## config.mk

```make
export PLATFORM = sky130hd
export DESIGN_NAME = two_level_lowest_free_id_allocator_flat
export DESIGN_NICKNAME = d
export VERILOG_FILES = /design/src/rtl/core/tlfid_pkg.sv /design/src/rtl/core/tlfid_ifs.sv /design/src/rtl/core/two_level_lowest_free_id_allocator.sv /design/src/flat_wrapper.sv
export SDC_FILE = /design/constraint.sdc
export NUM_CORES = 2
export LEC_CHECK = 0
export BUFFER_PORTS_ARGS = -buffer_cell sky130_fd_sc_hd__buf_2
export CAP_MARGIN = 10
export CELL_PAD_IN_SITES_DETAIL_PLACEMENT = 1
export CELL_PAD_IN_SITES_GLOBAL_PLACEMENT = 2
export CORE_MARGIN = 2
export CORE_UTILIZATION = 55
export DETAILED_ROUTE_END_ITERATION = 16
export GPL_TIMING_DRIVEN = 0
export MAX_ROUTING_LAYER = met4
export PLACE_DENSITY = 0.82
export SETUP_SLACK_MARGIN = 0.05
export SLEW_MARGIN = 20
export SYNTH_ARGS = -nofsm -noshare
export SYNTH_HDL_FRONTEND = slang
export SYNTH_MEMORY_MAX_BITS = 65536
export SYNTH_SLANG_ARGS = --single-unit
```

## constraint.sdc

```tcl
create_clock -name clk -period 24.6 [get_ports clk]
set_input_delay 1.23 -clock clk [delete_from_list [all_inputs] [get_ports clk]]
set_output_delay 1.23 -clock clk [all_outputs]
set_load 0.02 [all_outputs]
```

## src/rtl/core/tlfid_pkg.sv

```systemverilog
package tlfid_pkg;

  // request and response field widths
  localparam int COMMAND_W   = 2;
  localparam int SUBJECT_W   = 4;
  localparam int KEY_FIELD_W = 5;
  localparam int STATUS_W    = 3;

  // subjects reachable through the subject field
  localparam int SUBJECT_SPAN = 1 << SUBJECT_W;

  // default sizes
  localparam int SUBJECT_COUNT_DEF = 16;
  localparam int MAJOR_KEYS_DEF    = 16;
  localparam int MINOR_KEYS_DEF    = 16;

  // configuration port
  localparam int PADDR_W     = 3;
  localparam int PDATA_W     = 32;
  localparam int NO_ALLOC_W  = 16;
  localparam logic REG_NO_ALLOC = 1'b0;

  typedef enum logic [COMMAND_W-1:0] {
    CMD_FILL   = 2'd0,
    CMD_ADD    = 2'd1,
    CMD_REMOVE = 2'd2
  } cmd_t;

  typedef enum logic [STATUS_W-1:0] {
    ST_OK          = 3'd0,
    ST_BAD_SUBJECT = 3'd1,
    ST_FORBIDDEN   = 3'd2,
    ST_NO_MAJOR    = 3'd3,
    ST_NO_MINOR    = 3'd4,
    ST_DUPLICATE   = 3'd5
  } status_t;

endpackage

```

## src/rtl/core/tlfid_ifs.sv

```systemverilog
interface tlfid_req_if;
  logic                                 valid;
  logic                                 ready;
  logic [tlfid_pkg::COMMAND_W-1:0]      command;
  logic [tlfid_pkg::SUBJECT_W-1:0]      subject_id;
  logic [tlfid_pkg::KEY_FIELD_W-1:0]    major_key;
  logic [tlfid_pkg::KEY_FIELD_W-1:0]    minor_key;

  modport source (output valid, command, subject_id, major_key, minor_key, input ready);
  modport sink (input valid, command, subject_id, major_key, minor_key, output ready);
endinterface

interface tlfid_rsp_if;
  logic                                 valid;
  logic                                 ready;
  logic [tlfid_pkg::KEY_FIELD_W-1:0]    major_out;
  logic [tlfid_pkg::KEY_FIELD_W-1:0]    minor_out;
  logic [tlfid_pkg::STATUS_W-1:0]       status;

  modport source (output valid, major_out, minor_out, status, input ready);
  modport sink (input valid, major_out, minor_out, status, output ready);
endinterface

```

## src/rtl/core/two_level_lowest_free_id_allocator.sv

```systemverilog
// sequencing: an accepted request enters the major map state, and goes on to a read state and a
//   minor map state (which writes for add or remove) only when the major map alone cannot settle it;
//   a done state then registers the response once the output is free, and the block takes no new
//   request until then, with the single lowest-free encoder serving both levels in turn
// reset (rst, synchronous): clears the no-alloc mask, major maps and response valid, then a pass
//   zeroes the minor map row by row over min(SUBJECT_COUNT, 16) * MAJOR_KEYS rows (256 at defaults)
module two_level_lowest_free_id_allocator #(
  parameter int SUBJECT_COUNT = tlfid_pkg::SUBJECT_COUNT_DEF,
  parameter int MAJOR_KEYS    = tlfid_pkg::MAJOR_KEYS_DEF,
  parameter int MINOR_KEYS    = tlfid_pkg::MINOR_KEYS_DEF
) (
  input  logic                           clk,
  input  logic                           rst,
  tlfid_req_if.sink                      req,
  tlfid_rsp_if.source                    rsp,
  input  logic                           psel,
  input  logic                           penable,
  input  logic                           pwrite,
  input  logic [tlfid_pkg::PADDR_W-1:0]  paddr,
  input  logic [tlfid_pkg::PDATA_W-1:0]  pwdata,
  output logic [tlfid_pkg::PDATA_W-1:0]  prdata,
  output logic                           pready
);

  // only subjects below the field span can ever be addressed
  localparam int SUBJ_N    = (SUBJECT_COUNT < tlfid_pkg::SUBJECT_SPAN) ?
                             SUBJECT_COUNT : tlfid_pkg::SUBJECT_SPAN;
  localparam int SUBJ_W    = $clog2(SUBJ_N);
  localparam int MEM_DEPTH = SUBJ_N * MAJOR_KEYS;
  localparam int ADDR_W    = $clog2(MEM_DEPTH);
  localparam int UNIT_W    = (MAJOR_KEYS > MINOR_KEYS) ? MAJOR_KEYS : MINOR_KEYS;
  localparam int KEY_W     = $clog2(UNIT_W + 1);
  localparam int MAJ_W     = ($clog2(MAJOR_KEYS + 1) > tlfid_pkg::KEY_FIELD_W) ?
                             $clog2(MAJOR_KEYS + 1) : tlfid_pkg::KEY_FIELD_W;
  localparam int MIN_W     = ($clog2(MINOR_KEYS + 1) > tlfid_pkg::KEY_FIELD_W) ?
                             $clog2(MINOR_KEYS + 1) : tlfid_pkg::KEY_FIELD_W;
  localparam int CMP_W     = ($clog2(SUBJECT_COUNT + 1) > tlfid_pkg::SUBJECT_W) ?
                             $clog2(SUBJECT_COUNT + 1) : tlfid_pkg::SUBJECT_W;

  localparam logic [UNIT_W-1:0] MAJ_MASK  = UNIT_W'({MAJOR_KEYS{1'b1}});
  localparam logic [UNIT_W-1:0] MIN_MASK  = UNIT_W'({MINOR_KEYS{1'b1}});
  localparam logic [MAJ_W-1:0]  MAJ_LIMIT = MAJ_W'(MAJOR_KEYS);
  localparam logic [MIN_W-1:0]  MIN_LIMIT = MIN_W'(MINOR_KEYS);
  localparam logic [ADDR_W-1:0] LAST_ADDR = ADDR_W'(MEM_DEPTH - 1);
  localparam logic [CMP_W-1:0]  SUBJ_LIMIT = CMP_W'(SUBJECT_COUNT);

  // sequencer states
  typedef enum logic [5:0] {
    S_IDLE  = 6'b000001,
    S_CLEAR = 6'b000010,
    S_MAJ   = 6'b000100,
    S_RD    = 6'b001000,
    S_MIN   = 6'b010000,
    S_DONE  = 6'b100000
  } state_t;

  state_t state;
  state_t state_next;

  // control registers
  logic [ADDR_W-1:0]                    clr_addr;
  logic [tlfid_pkg::NO_ALLOC_W-1:0]     no_alloc_mask;
  logic [MAJOR_KEYS-1:0]                major_map [SUBJ_N];
  logic                                 rsp_valid;

  // request working registers
  logic [tlfid_pkg::COMMAND_W-1:0]      cmd_r;
  logic [tlfid_pkg::SUBJECT_W-1:0]      subj_r;
  logic [MAJ_W-1:0]                     maj_r;
  logic [MIN_W-1:0]                     min_r;
  logic [tlfid_pkg::STATUS_W-1:0]       status_r;

  logic [MAJ_W-1:0]                     maj_next;
  logic [MIN_W-1:0]                     min_next;
  logic [tlfid_pkg::STATUS_W-1:0]       status_next;

  // response register
  logic [tlfid_pkg::KEY_FIELD_W-1:0]    major_out_r;
  logic [tlfid_pkg::KEY_FIELD_W-1:0]    minor_out_r;
  logic [tlfid_pkg::STATUS_W-1:0]       status_out_r;

  // minor map memory, one row per subject and major key
  logic [MINOR_KEYS-1:0]                minor_mem [MEM_DEPTH];
  logic [MINOR_KEYS-1:0]                mem_rdata;
  logic [ADDR_W-1:0]                    mem_addr;
  logic                                 mem_we;
  logic [ADDR_W-1:0]                    mem_waddr;
  logic [MINOR_KEYS-1:0]                mem_wdata;

  // decode helpers
  logic                                 bad_subj;
  logic                                 forbid;
  logic                                 keys_in_range;
  logic [MAJOR_KEYS-1:0]                major_row;
  logic [MAJOR_KEYS-1:0]                jbit;
  logic [MINOR_KEYS-1:0]                nbit;
  logic                                 dup;
  logic                                 major_we;
  logic [MAJOR_KEYS-1:0]                major_wdata;
  logic                                 cfg_write;
  logic                                 out_free;

  // shared lowest-free encoder
  logic [UNIT_W-1:0]                    unit_map;
  logic [UNIT_W-1:0]                    unit_mask;
  logic [UNIT_W-1:0]                    unit_free;
  logic [UNIT_W-1:0]                    unit_low;
  logic [KEY_W-1:0]                     unit_idx;
  logic [KEY_W-1:0]                     unit_key;
  logic                                 unit_found;

  assign pready    = 1'b1;
  assign cfg_write = psel && penable && pwrite;
  assign prdata    = (paddr[2] == tlfid_pkg::REG_NO_ALLOC) ?
                     tlfid_pkg::PDATA_W'(no_alloc_mask) : '0;

  assign req.ready     = (state == S_IDLE);
  assign rsp.valid     = rsp_valid;
  assign rsp.major_out = major_out_r;
  assign rsp.minor_out = minor_out_r;
  assign rsp.status    = status_out_r;
  assign out_free      = !rsp_valid || rsp.ready;

  // subject zero and subjects at or above the configured count are rejected
  assign bad_subj = (subj_r == '0) || (CMP_W'(subj_r) >= SUBJ_LIMIT);
  assign forbid   = no_alloc_mask[subj_r];
  assign keys_in_range = (maj_r != '0) && (maj_r <= MAJ_LIMIT) &&
                         (min_r != '0) && (min_r <= MIN_LIMIT);

  assign major_row = major_map[subj_r[SUBJ_W-1:0]];
  assign jbit      = MAJOR_KEYS'(1) << MAJ_W'(maj_r - MAJ_W'(1));
  assign nbit      = MINOR_KEYS'(1) << MIN_W'(min_r - MIN_W'(1));
  assign dup       = |(mem_rdata & nbit);
  assign mem_addr  = ADDR_W'(ADDR_W'(subj_r) * ADDR_W'(MAJOR_KEYS)) +
                     ADDR_W'(maj_r - MAJ_W'(1));

  // encoder input: major map row first, minor map row later
  always_comb begin
    if (state == S_MAJ) begin
      unit_map  = UNIT_W'(major_row);
      unit_mask = MAJ_MASK;
    end else begin
      unit_map  = UNIT_W'(mem_rdata);
      unit_mask = MIN_MASK;
    end
  end

  // isolate the lowest clear bit, then encode its position
  always_comb begin
    unit_free  = ~unit_map & unit_mask;
    unit_low   = unit_free & (~unit_free + UNIT_W'(1));
    unit_found = |unit_free;
    unit_idx   = '0;
    for (int i = 0; i < UNIT_W; i++) begin
      if (unit_low[i]) begin
        unit_idx = unit_idx | KEY_W'(i);
      end
    end
    unit_key = unit_idx + KEY_W'(1);
  end

  // sequencer and datapath decisions
  always_comb begin
    state_next  = state;
    maj_next    = maj_r;
    min_next    = min_r;
    status_next = status_r;
    major_we    = 1'b0;
    major_wdata = major_row;
    mem_we      = 1'b0;
    mem_waddr   = mem_addr;
    mem_wdata   = mem_rdata;
    case (state)
      S_IDLE: begin
        if (req.valid) begin
          state_next = S_MAJ;
        end
      end
      S_CLEAR: begin
        // zero one minor map row a cycle
        mem_we    = 1'b1;
        mem_waddr = clr_addr;
        mem_wdata = '0;
        if (clr_addr == LAST_ADDR) begin
          state_next = S_IDLE;
        end
      end
      S_MAJ: begin
        status_next = tlfid_pkg::ST_OK;
        state_next  = S_DONE;
        if (bad_subj && (cmd_r == tlfid_pkg::CMD_FILL || cmd_r == tlfid_pkg::CMD_ADD ||
                         cmd_r == tlfid_pkg::CMD_REMOVE)) begin
          status_next = tlfid_pkg::ST_BAD_SUBJECT;
        end else if (cmd_r == tlfid_pkg::CMD_FILL) begin
          if (maj_r == '0 && forbid) begin
            status_next = tlfid_pkg::ST_FORBIDDEN;
          end else if (maj_r == '0 && !unit_found) begin
            status_next = tlfid_pkg::ST_NO_MAJOR;
          end else begin
            if (maj_r == '0) begin
              maj_next = MAJ_W'(unit_key);
            end
            if (min_r != '0) begin
              state_next = S_DONE;
            end else if (forbid) begin
              status_next = tlfid_pkg::ST_FORBIDDEN;
            end else if (maj_r > MAJ_LIMIT) begin
              // a major key past the table has no minor map: all minors free
              min_next = MIN_W'(1);
            end else begin
              state_next = S_RD;
            end
          end
        end else if (cmd_r == tlfid_pkg::CMD_ADD || cmd_r == tlfid_pkg::CMD_REMOVE) begin
          // out-of-range keys are ignored with status ok
          if (keys_in_range) begin
            state_next = S_RD;
          end
        end
      end
      S_RD: begin
        state_next = S_MIN;
      end
      S_MIN: begin
        state_next = S_DONE;
        if (cmd_r == tlfid_pkg::CMD_FILL) begin
          if (unit_found) begin
            min_next = MIN_W'(unit_key);
          end else begin
            status_next = tlfid_pkg::ST_NO_MINOR;
          end
        end else if (cmd_r == tlfid_pkg::CMD_ADD) begin
          if (dup) begin
            status_next = tlfid_pkg::ST_DUPLICATE;
          end else begin
            mem_we      = 1'b1;
            mem_wdata   = mem_rdata | nbit;
            major_we    = 1'b1;
            major_wdata = major_row | jbit;
          end
        end else begin
          // remove clears the major bit even when other minors remain
          mem_we      = 1'b1;
          mem_wdata   = mem_rdata & ~nbit;
          major_we    = 1'b1;
          major_wdata = major_row & ~jbit;
        end
      end
      S_DONE: begin
        if (out_free) begin
          state_next = S_IDLE;
        end
      end
      default: begin
        state_next = S_IDLE;
      end
    endcase
  end

  // control state
  always_ff @(posedge clk) begin
    if (rst) begin
      state         <= S_CLEAR;
      clr_addr      <= '0;
      no_alloc_mask <= '0;
      rsp_valid     <= 1'b0;
      for (int s = 0; s < SUBJ_N; s++) begin
        major_map[s] <= '0;
      end
    end else begin
      state <= state_next;
      if (state == S_CLEAR) begin
        clr_addr <= clr_addr + ADDR_W'(1);
      end
      if (cfg_write && paddr[2] == tlfid_pkg::REG_NO_ALLOC) begin
        no_alloc_mask <= pwdata[tlfid_pkg::NO_ALLOC_W-1:0];
      end
      if (major_we) begin
        major_map[subj_r[SUBJ_W-1:0]] <= major_wdata;
      end
      if (state == S_DONE && out_free) begin
        rsp_valid <= 1'b1;
      end else if (rsp.ready) begin
        rsp_valid <= 1'b0;
      end
    end
  end

  // request working registers and response payload
  always_ff @(posedge clk) begin
    if (state == S_IDLE && req.valid) begin
      cmd_r  <= req.command;
      subj_r <= req.subject_id;
      maj_r  <= MAJ_W'(req.major_key);
      min_r  <= MIN_W'(req.minor_key);
    end else begin
      maj_r <= maj_next;
      min_r <= min_next;
    end
    status_r <= status_next;
    if (state == S_DONE && out_free) begin
      major_out_r  <= maj_r[tlfid_pkg::KEY_FIELD_W-1:0];
      minor_out_r  <= min_r[tlfid_pkg::KEY_FIELD_W-1:0];
      status_out_r <= status_r;
    end
  end

  // minor map memory: one write port, registered read
  always_ff @(posedge clk) begin
    if (mem_we) begin
      minor_mem[mem_waddr] <= mem_wdata;
    end
    if (state == S_RD) begin
      mem_rdata <= minor_mem[mem_addr];
    end
  end

`ifndef SYNTH
  // an accepted request always starts at the major map
  a_accept_to_maj: assert property (@(posedge clk) disable iff (rst)
    (req.valid && req.ready) |=> (state == S_MAJ))
    else $error("accepted request did not enter major lookup");

  // leaving reset always starts the clearing pass
  a_reset_clears: assert property (@(posedge clk) disable iff (rst)
    $past(rst) |-> (state == S_CLEAR))
    else $error("clearing pass skipped after reset");

  // fill never writes the maps
  a_fill_no_write: assert property (@(posedge clk) disable iff (rst)
    (state == S_MIN && (mem_we || major_we)) |->
      (cmd_r == tlfid_pkg::CMD_ADD || cmd_r == tlfid_pkg::CMD_REMOVE))
    else $error("map written outside add or remove");

  // a duplicate status only comes from add
  a_dup_from_add: assert property (@(posedge clk) disable iff (rst)
    (state == S_DONE && status_r == tlfid_pkg::ST_DUPLICATE) |-> (cmd_r == tlfid_pkg::CMD_ADD))
    else $error("duplicate status outside add");

  // a successful fill reports both keys nonzero
  a_fill_keys_set: assert property (@(posedge clk) disable iff (rst)
    (state == S_DONE && cmd_r == tlfid_pkg::CMD_FILL && status_r == tlfid_pkg::ST_OK) |->
      (maj_r != '0 && min_r != '0))
    else $error("fill reported ok with a zero key");
`endif

endmodule

```

## src/flat_wrapper.sv

```systemverilog
// flat-port wrapper written by rule: the top's interface ports become plain ports
module two_level_lowest_free_id_allocator_flat 
#(
  parameter int SUBJECT_COUNT = tlfid_pkg::SUBJECT_COUNT_DEF,
  parameter int MAJOR_KEYS    = tlfid_pkg::MAJOR_KEYS_DEF,
  parameter int MINOR_KEYS    = tlfid_pkg::MINOR_KEYS_DEF
)
  (clk, rst, psel, penable, pwrite, paddr, pwdata, prdata, pready, req_valid, req_command, req_subject_id, req_major_key, req_minor_key, req_ready, rsp_valid, rsp_major_out, rsp_minor_out, rsp_status, rsp_ready);
  tlfid_req_if req_i ();
  tlfid_rsp_if rsp_i ();
  input  logic clk;
  input  logic rst;
  input  logic psel;
  input  logic penable;
  input  logic pwrite;
  input  logic [tlfid_pkg::PADDR_W-1:0] paddr;
  input  logic [tlfid_pkg::PDATA_W-1:0] pwdata;
  output logic [tlfid_pkg::PDATA_W-1:0] prdata;
  output logic pready;
  input wire logic [$bits(req_i.valid)-1:0] req_valid;
  input wire logic [$bits(req_i.command)-1:0] req_command;
  input wire logic [$bits(req_i.subject_id)-1:0] req_subject_id;
  input wire logic [$bits(req_i.major_key)-1:0] req_major_key;
  input wire logic [$bits(req_i.minor_key)-1:0] req_minor_key;
  output wire logic [$bits(req_i.ready)-1:0] req_ready;
  output wire logic [$bits(rsp_i.valid)-1:0] rsp_valid;
  output wire logic [$bits(rsp_i.major_out)-1:0] rsp_major_out;
  output wire logic [$bits(rsp_i.minor_out)-1:0] rsp_minor_out;
  output wire logic [$bits(rsp_i.status)-1:0] rsp_status;
  input wire logic [$bits(rsp_i.ready)-1:0] rsp_ready;
  assign req_i.valid = req_valid;
  assign req_i.command = req_command;
  assign req_i.subject_id = req_subject_id;
  assign req_i.major_key = req_major_key;
  assign req_i.minor_key = req_minor_key;
  assign req_ready = req_i.ready;
  assign rsp_valid = rsp_i.valid;
  assign rsp_major_out = rsp_i.major_out;
  assign rsp_minor_out = rsp_i.minor_out;
  assign rsp_status = rsp_i.status;
  assign rsp_i.ready = rsp_ready;
  two_level_lowest_free_id_allocator #(.SUBJECT_COUNT(SUBJECT_COUNT), .MAJOR_KEYS(MAJOR_KEYS), .MINOR_KEYS(MINOR_KEYS)) u_core (.clk(clk), .rst(rst), .req(req_i), .rsp(rsp_i), .psel(psel), .penable(penable), .pwrite(pwrite), .paddr(paddr), .pwdata(pwdata), .prdata(prdata), .pready(pready));
endmodule
```

; ---- Word level (Yosys, flattened, before mapping)
; Memories as Yosys holds them, arrays and structs flattened. A register that Yosys moved wholly into a read port is not among the register bits.
; Index checks and enable logic that the tools add are counted.
[totals]
inputBits = 58
n_memories = 2
ram_bits = 4352
out_inout_bits = 48
word_cells = 188
register_bits = 63
latch_bits = 0
rom_bits = 0
[memory_table]
columns = name, words, width, read_ports, rd_clocked_by_memory_dff, wr, line
row1 = u_core.minor_mem, 256, 16, 1, 1, 1, two_level_lowest_free_id_allocator.sv:83  ; logic [MINOR_KEYS-1:0] minor_mem [MEM_DEPTH];
row2 = u_core.major_map, 16, 16, 1, 1, 16, two_level_lowest_free_id_allocator.sv:63  ; logic [MAJOR_KEYS-1:0] major_map [SUBJ_N];
[op_classes]
bitwise = 11
n_mul = 0
n_mux = 88
addsub = 7
shift = 2
n_eq_ne = 27
n_reduce_logical = 35
div = 0
n_lt_le_gt_ge = 4
[op_table]
columns = op, count
row1 = 16-bit two-way mux, 10
row2 = 5-bit two-way mux, 17
row3 = 6-bit two-way mux, 12
row4 = 16-bit AND, 4
row5 = 16-bit NOT, 4
row6 = 16-bit OR reduction, 3
row7 = 4-bit two-way mux, 10
row8 = 3-bit two-way mux, 13
row9 = 6-bit one-hot mux with 6 select lines, 1
row10 = 16-bit bitwise OR, 2
row11 = 16-bit one-hot mux with 2 select lines, 1
row12 = "1-bit by 5-bit << shifter with 16-bit output, first input constant", 2
row13 = "3-bit != test, second input constant", 8
row14 = "16-bit by 1-bit adder with 16-bit output, second input constant", 1
row15 = 1-bit two-way mux, 16
row16 = "3-bit by 1-bit != test with 1-bit output, second input constant", 4
row17 = 1-bit logical AND, 11
row18 = "5-bit <= comparator, second input constant", 2
row19 = 5-bit one-hot mux with 2 select lines, 1
row20 = 10-bit AND reduction, 1
row21 = 2-bit nonzero test, 5
row22 = 5-bit nonzero test, 2
row23 = "5-bit by 1-bit subtractor with 5-bit output, second input constant", 2
row24 = "8-bit by 1-bit adder with 8-bit output, second input constant", 1
row25 = other kinds (31), 41

; ---- Logic depth before layout (Yosys ltp)
[logic_depth]
depth_word = 29
depth_mapped = 18
depth_no_buf = 12

; ---- Worst setup path before layout
; No wires, ideal clock.
[synth_timing]
path_type = reg-to-reg
startpoint = reg u_core.min_r[1]
endpoint = mem u_core.minor_mem[0][2] in the netlist's numbering, data pin
setup_time_ps = 2188
path_slack_ps = 10840
synth_period_minus_slack_ps = 13760
stages_incl_launch_ff = 9
arrival_ps = 11573
n_path_buf = 1
t_required_ps = 22412
cell_sequence = edfxtp_1 > buf_2 > mux2i_1 > nor3_1 > a211oi_1 > o211ai_1 > nor2_1 > nand2_1 > o21ai_0
[synth_between]
elab_chain_len = 8
word_cells_on_any_way = 11
cone_classes = 1 x add/sub / 1 x shift / 4 x mux / 4 x bitwise / 1 x reduce/logical
[synth_rtl]
columns = element, line
row1 = "start, declared", two_level_lowest_free_id_allocator.sv:70  ; logic [MIN_W-1:0] min_r;
row2 = "start signal, assigned", two_level_lowest_free_id_allocator.sv:295  ; min_r <= MIN_W'(req.minor_key);
row3 = "start signal, assigned", two_level_lowest_free_id_allocator.sv:298  ; min_r <= min_next;
row4 = 5-bit by 1-bit subtractor with 5-bit output (*), two_level_lowest_free_id_allocator.sv:132  ; assign nbit = MINOR_KEYS'(1) << MIN_W'(min_r - MIN_W'(1));
row5 = 1-bit by 5-bit << shifter with 16-bit output (*), two_level_lowest_free_id_allocator.sv:132
row6 = 16-bit AND, two_level_lowest_free_id_allocator.sv:133  ; assign dup = |(mem_rdata & nbit);
row7 = 16-bit OR reduction, two_level_lowest_free_id_allocator.sv:133
row8 = 16-bit two-way mux, two_level_lowest_free_id_allocator.sv:233  ; if (dup) begin
row9 = 16-bit two-way mux (*), two_level_lowest_free_id_allocator.sv:232  ; end else if (cmd_r == tlfid_pkg::CMD_ADD) begin
row10 = 16-bit two-way mux (*), two_level_lowest_free_id_allocator.sv:226  ; if (cmd_r == tlfid_pkg::CMD_FILL) begin
row11 = 16-bit one-hot mux with 2 select lines (*), two_level_lowest_free_id_allocator.sv:173  ; case (state)
row12 = named net u_core.mem_wdata[2], two_level_lowest_free_id_allocator.sv:88  ; logic [MINOR_KEYS-1:0] mem_wdata;
row13 = "end, declared", two_level_lowest_free_id_allocator.sv:83
; The timed path passes the listed nets; every way through them passes the cells marked *.

; ---- Final worst setup path
[layout_timing]
startpoint = reg u_core.maj_r[0]
endpoint = mem u_core.minor_mem[107][8] in the netlist's numbering (enable)
[layout_between]
elab_chain_len = 3
[layout_rtl]
columns = element, line
row1 = "start, declared", two_level_lowest_free_id_allocator.sv:69  ; logic [MAJ_W-1:0] maj_r;
row2 = "start signal, assigned", two_level_lowest_free_id_allocator.sv:294  ; maj_r <= MAJ_W'(req.major_key);
row3 = "start signal, assigned", two_level_lowest_free_id_allocator.sv:297  ; maj_r <= maj_next;
row4 = 5-bit by 1-bit subtractor with 6-bit output, two_level_lowest_free_id_allocator.sv:135  ; ADDR_W'(maj_r - MAJ_W'(1));
row5 = 8-bit adder, two_level_lowest_free_id_allocator.sv:134  ; assign mem_addr = ADDR_W'(ADDR_W'(subj_r) * ADDR_W'(MAJOR_KEYS)) +
row6 = 8-bit two-way mux, two_level_lowest_free_id_allocator.sv:173
; No other way between the ends.

==> results.ini <==
[worst_setup_path]
end_kind = flip-flop
startpoint = u_core.maj_r[0]
critical_path.cell_chain = buf_2, buf_6, buf_6, buf_4, inv_1, ha_1, xnor2_2, clkbuf_1, buf_2, clkbuf_1, a32o_1, nand2_1, clkbuf_2, buf_16, nor2_2, buf_6
worst_ep_arrival_time_ns = 9.67
crit-reg2reg-launch = u_core.maj_r[0]
timing_worst_setup_path_type = flip-flop to flip-flop
timing.critical_path.slowest_stage_cell = clkbuf_1
crit_path_max_fanout = 10
worst_r2r_end = u_core.minor_mem[107][8]
timing.critical_path.max_delay_family = buffers and inverters
setup.worst_path.start_class = flip-flop
cp.buffers_inverters = 11
worst-endpoint-required_ns = 25.28
regToRegSetupSlack_ns = 15.61
worstRegToRegCells = 16
path_common_cell = buf_6
largest_stage_delay_worst_path_ns = 0.98

[synthesis]
ys_warn_count = 0
post_synth_num_cell_types = 66
post_synthesis_cells = 7543
synth-async-reset-ratio_pct = 0
synth_area_leader_cell = edfxtp_1
synth-seq-area-share_pct = 76.8
ys.flop_type = edfxtp_1
synth_seq_cells = 4435
synth_edf_count = 4400
synth_area_leaders = edfxtp_1 (76%), mux4_2 (18%), nor2_1 (1.2%)
synthesis.area_per_instance_um2 = 22.9
synthDominantCellAreaShare_pct = 76.4
area_of_the_mapped_netlist_um2 = 173000
synth_common_cells = edfxtp_1 (4400), mux4_2 (1399), nor2_1 (558)
yosys.cell_count.top_type = edfxtp_1

[run]
cap_violations = 0

[detailed_routing]
post-route-drc-count = 0
first_iter_violations = 13120
drt_pre_antenna_iters = 6
detailroute.via_count = 88174
detail_route.vias_per_cell = 6.81
route.antenna.remaining_nets = 1
wire_per_inst_um = 39.8
sum_of_routed_wire_length_over_all_layers_mm = 516

[clock_network]
clock_latency_ns = 0.99
cts.repair.resized = 0
tritoncts_clock_tree = yes
ctsHoldBuffers = 0
clk_sink_count = 4435
cts_h_tree_depth = 5
cts.root.buffer_cell = clkbuf_16
cts.reportedPaths.clkPinSlew_ns = 0.06
cts-buffers-inserted = 439
cts_max_path_buffers = 4
cts.repair_timing.setup_buffer_count = 0

[layout]
instances_no_fill = 12950
fraction_of_layout_cells_with_a_size_suffix_above_1_pct = 33.9
finish.net_count = 8500
finish.instance_area_um2 = 200000
layout.core_utilization_pct = 63.9
area_growth_pct = 15.4

[global_route]
antenna_found_initial = 30
grt_first_pass_wirelength_mm = 721
globalRoute.totalOverflow = 0
first_global_vias = 90720
grt_use_total_pct = 33.8
pin_count_of_the_biggest_net_entering_global_routing = 85

[placement]
gp_congestion = 0.967
io_buffer_count = 70
dpl.hpwl_mm = 348
dp_cells = 12125
place_area_um2 = 185000

[hold_path]
hold_path.class = flip-flop to flip-flop
min_delay_worst_endpoint = u_core.rsp.status[2]
min-delay-start = u_core.status_r[2]
worst_hold_path_cells = 0

[timing]
maximum_clock_frequency_ghz = 0.111
report.final.slew_viol_count = 0
fin_crit_sh_pct = 36.5
finalWorstPathRequiredPeriod_ns = 8.99
fin_worst_skew_ns = 0.0690
report.final.setup_viol = 0
grt_setup_unrepaired = no
final_hold_viol_count = 0
slew_headroom_pct = 15.1
worst-slew-pin-transition_ns = 1.27

[die]
die_area_um2 = 319000
die_w_um = 565
floorplan.core_area_um2 = 312000
die_h_um = 565
initial_utilization_pct = 55.3
std_cell_rows = 205
pin_count = 106

[pwr]
ir_worst_vdd_v = 0.0000849
power_per_cell_area_nw_per_um2 = 97.2
power.static_leakage_uw = 0.0630

[outcome]
run_status = finished, violations left
violations = antenna violations

==> where the power goes <==
group	total (µW)	leakage, µW	switching [µW]	internal [µW]
Combinational	3410	0.0155	2400	1010
Sequential	9300	0.0407	36.7	9270
Clock	6680	0.00686	2920	3760
==> area by class of cell <==
cell class	instances	area, µm²
Buffer	453	2130
Sequential cell	4435	133000
Timing Repair Buffer	427	6310
Inverter	21	78.8
Antenna cell	24	60.1
Tap cell	4140	5180
Clock inverter	272	2700
Multi-Input combinational cell	2649	38800
Fill cell	24792	113000
Clock buffer	529	11500
==> cell usage in the layout (no fill, tap or decap), types with 24 or more instances in the layout <==
cell type,n
edfxtp_1,4400
mux4_2,1399
clkbuf_16,445
nor2_1,302
clkbuf_1,301
nor2_2,251
buf_2,217
nand2_1,171
buf_6,145
buf_8,110
clkinv_1,109
buf_16,77
clkinv_2,75
bufinv_16,42
buf_4,39
nor2b_1,35
dfxtp_1,35
mux2i_1,33
buf_12,32
nand3_1,30
o21ai_0,30
nand2b_1,28
a21oi_1,28
clkbuf_2,26
diode_2,24
==> kinds of logic (layout without fill, tap and decap cells) <==
logic type | Yosys count | count (layout) | share of synthesized area, %
xor gates and xnor gates | 17 | 17 | 0.0861
buffers and inverters | 474 | 1702 | 1.25
and+or+nand+nor | 933 | 933 | 2.30
adders and majority gates | 16 | 16 | 0.120
AOI/OAI and AO/OA | 214 | 214 | 0.855
other | 2 | 41 | 0.00434
muxes | 1452 | 1452 | 18.5
DFF | 4435 | 4435 | 76.8
==> sequential cells by signal, summed over array words and instances, names as in the netlist, 4 cells and up, named ones only <==
signal	cells
u_core.maj_r	5
u_core.no_alloc_mask	16
u_core.subj_r	4
u_core.min_r	5
u_core.major_map	256
u_core.state	6
u_core.clr_addr	8
u_core.rsp.minor_out	5
u_core.rsp.major_out	5
u_core.mem_rdata	16
u_core.minor_mem	4096
==> through the flow <==
step                TNS [ns]  power (µW)  hold slack (ns)  worst slack [ns]
floorplan                  0       11200            0.400             10.84
global placement    -4100.08       13000            0.410             -5.33
detailed placement         0       12800            0.418             15.87
CTS                        0       19300            0.373             15.83
global route               0       19700            0.407             15.62
finish                     0       19400            0.422             15.61
==> metal layers <==
| layer | routed length [µm] | share of wire, % | track usage [%] | vias to the layer above |
|---|---|---|---|---|
| met5 | 0 | 0 | - | - |
| met4 | 27700 | 5.4 | 15.6 | 0 |
| met3 | 51000 | 9.9 | 6.71 | 1079 |
| met2 | 254000 | 49 | 52.9 | 5869 |
| met1 | 184000 | 36 | 43.3 | 47477 |
| li1 | - | - | - | 33749 |
==> how the worst max path moves through the flow <==
stage / end / slack (ns) / depth (start not counted)
after floorplan: u_core.minor_mem[0][2] / 10.84 / 8
after global placement: u_core.minor_mem[148][6] / -5.33 / 8
after detailed placement: u_core.minor_mem[107][8] / 15.87 / 16
after CTS: u_core.minor_mem[107][12] / 15.83 / 16
after global routing: u_core.minor_mem[107][8] / 15.62 / 16
final: u_core.minor_mem[107][8] / 15.61 / 16
Power figures use the tool's default switching activity.
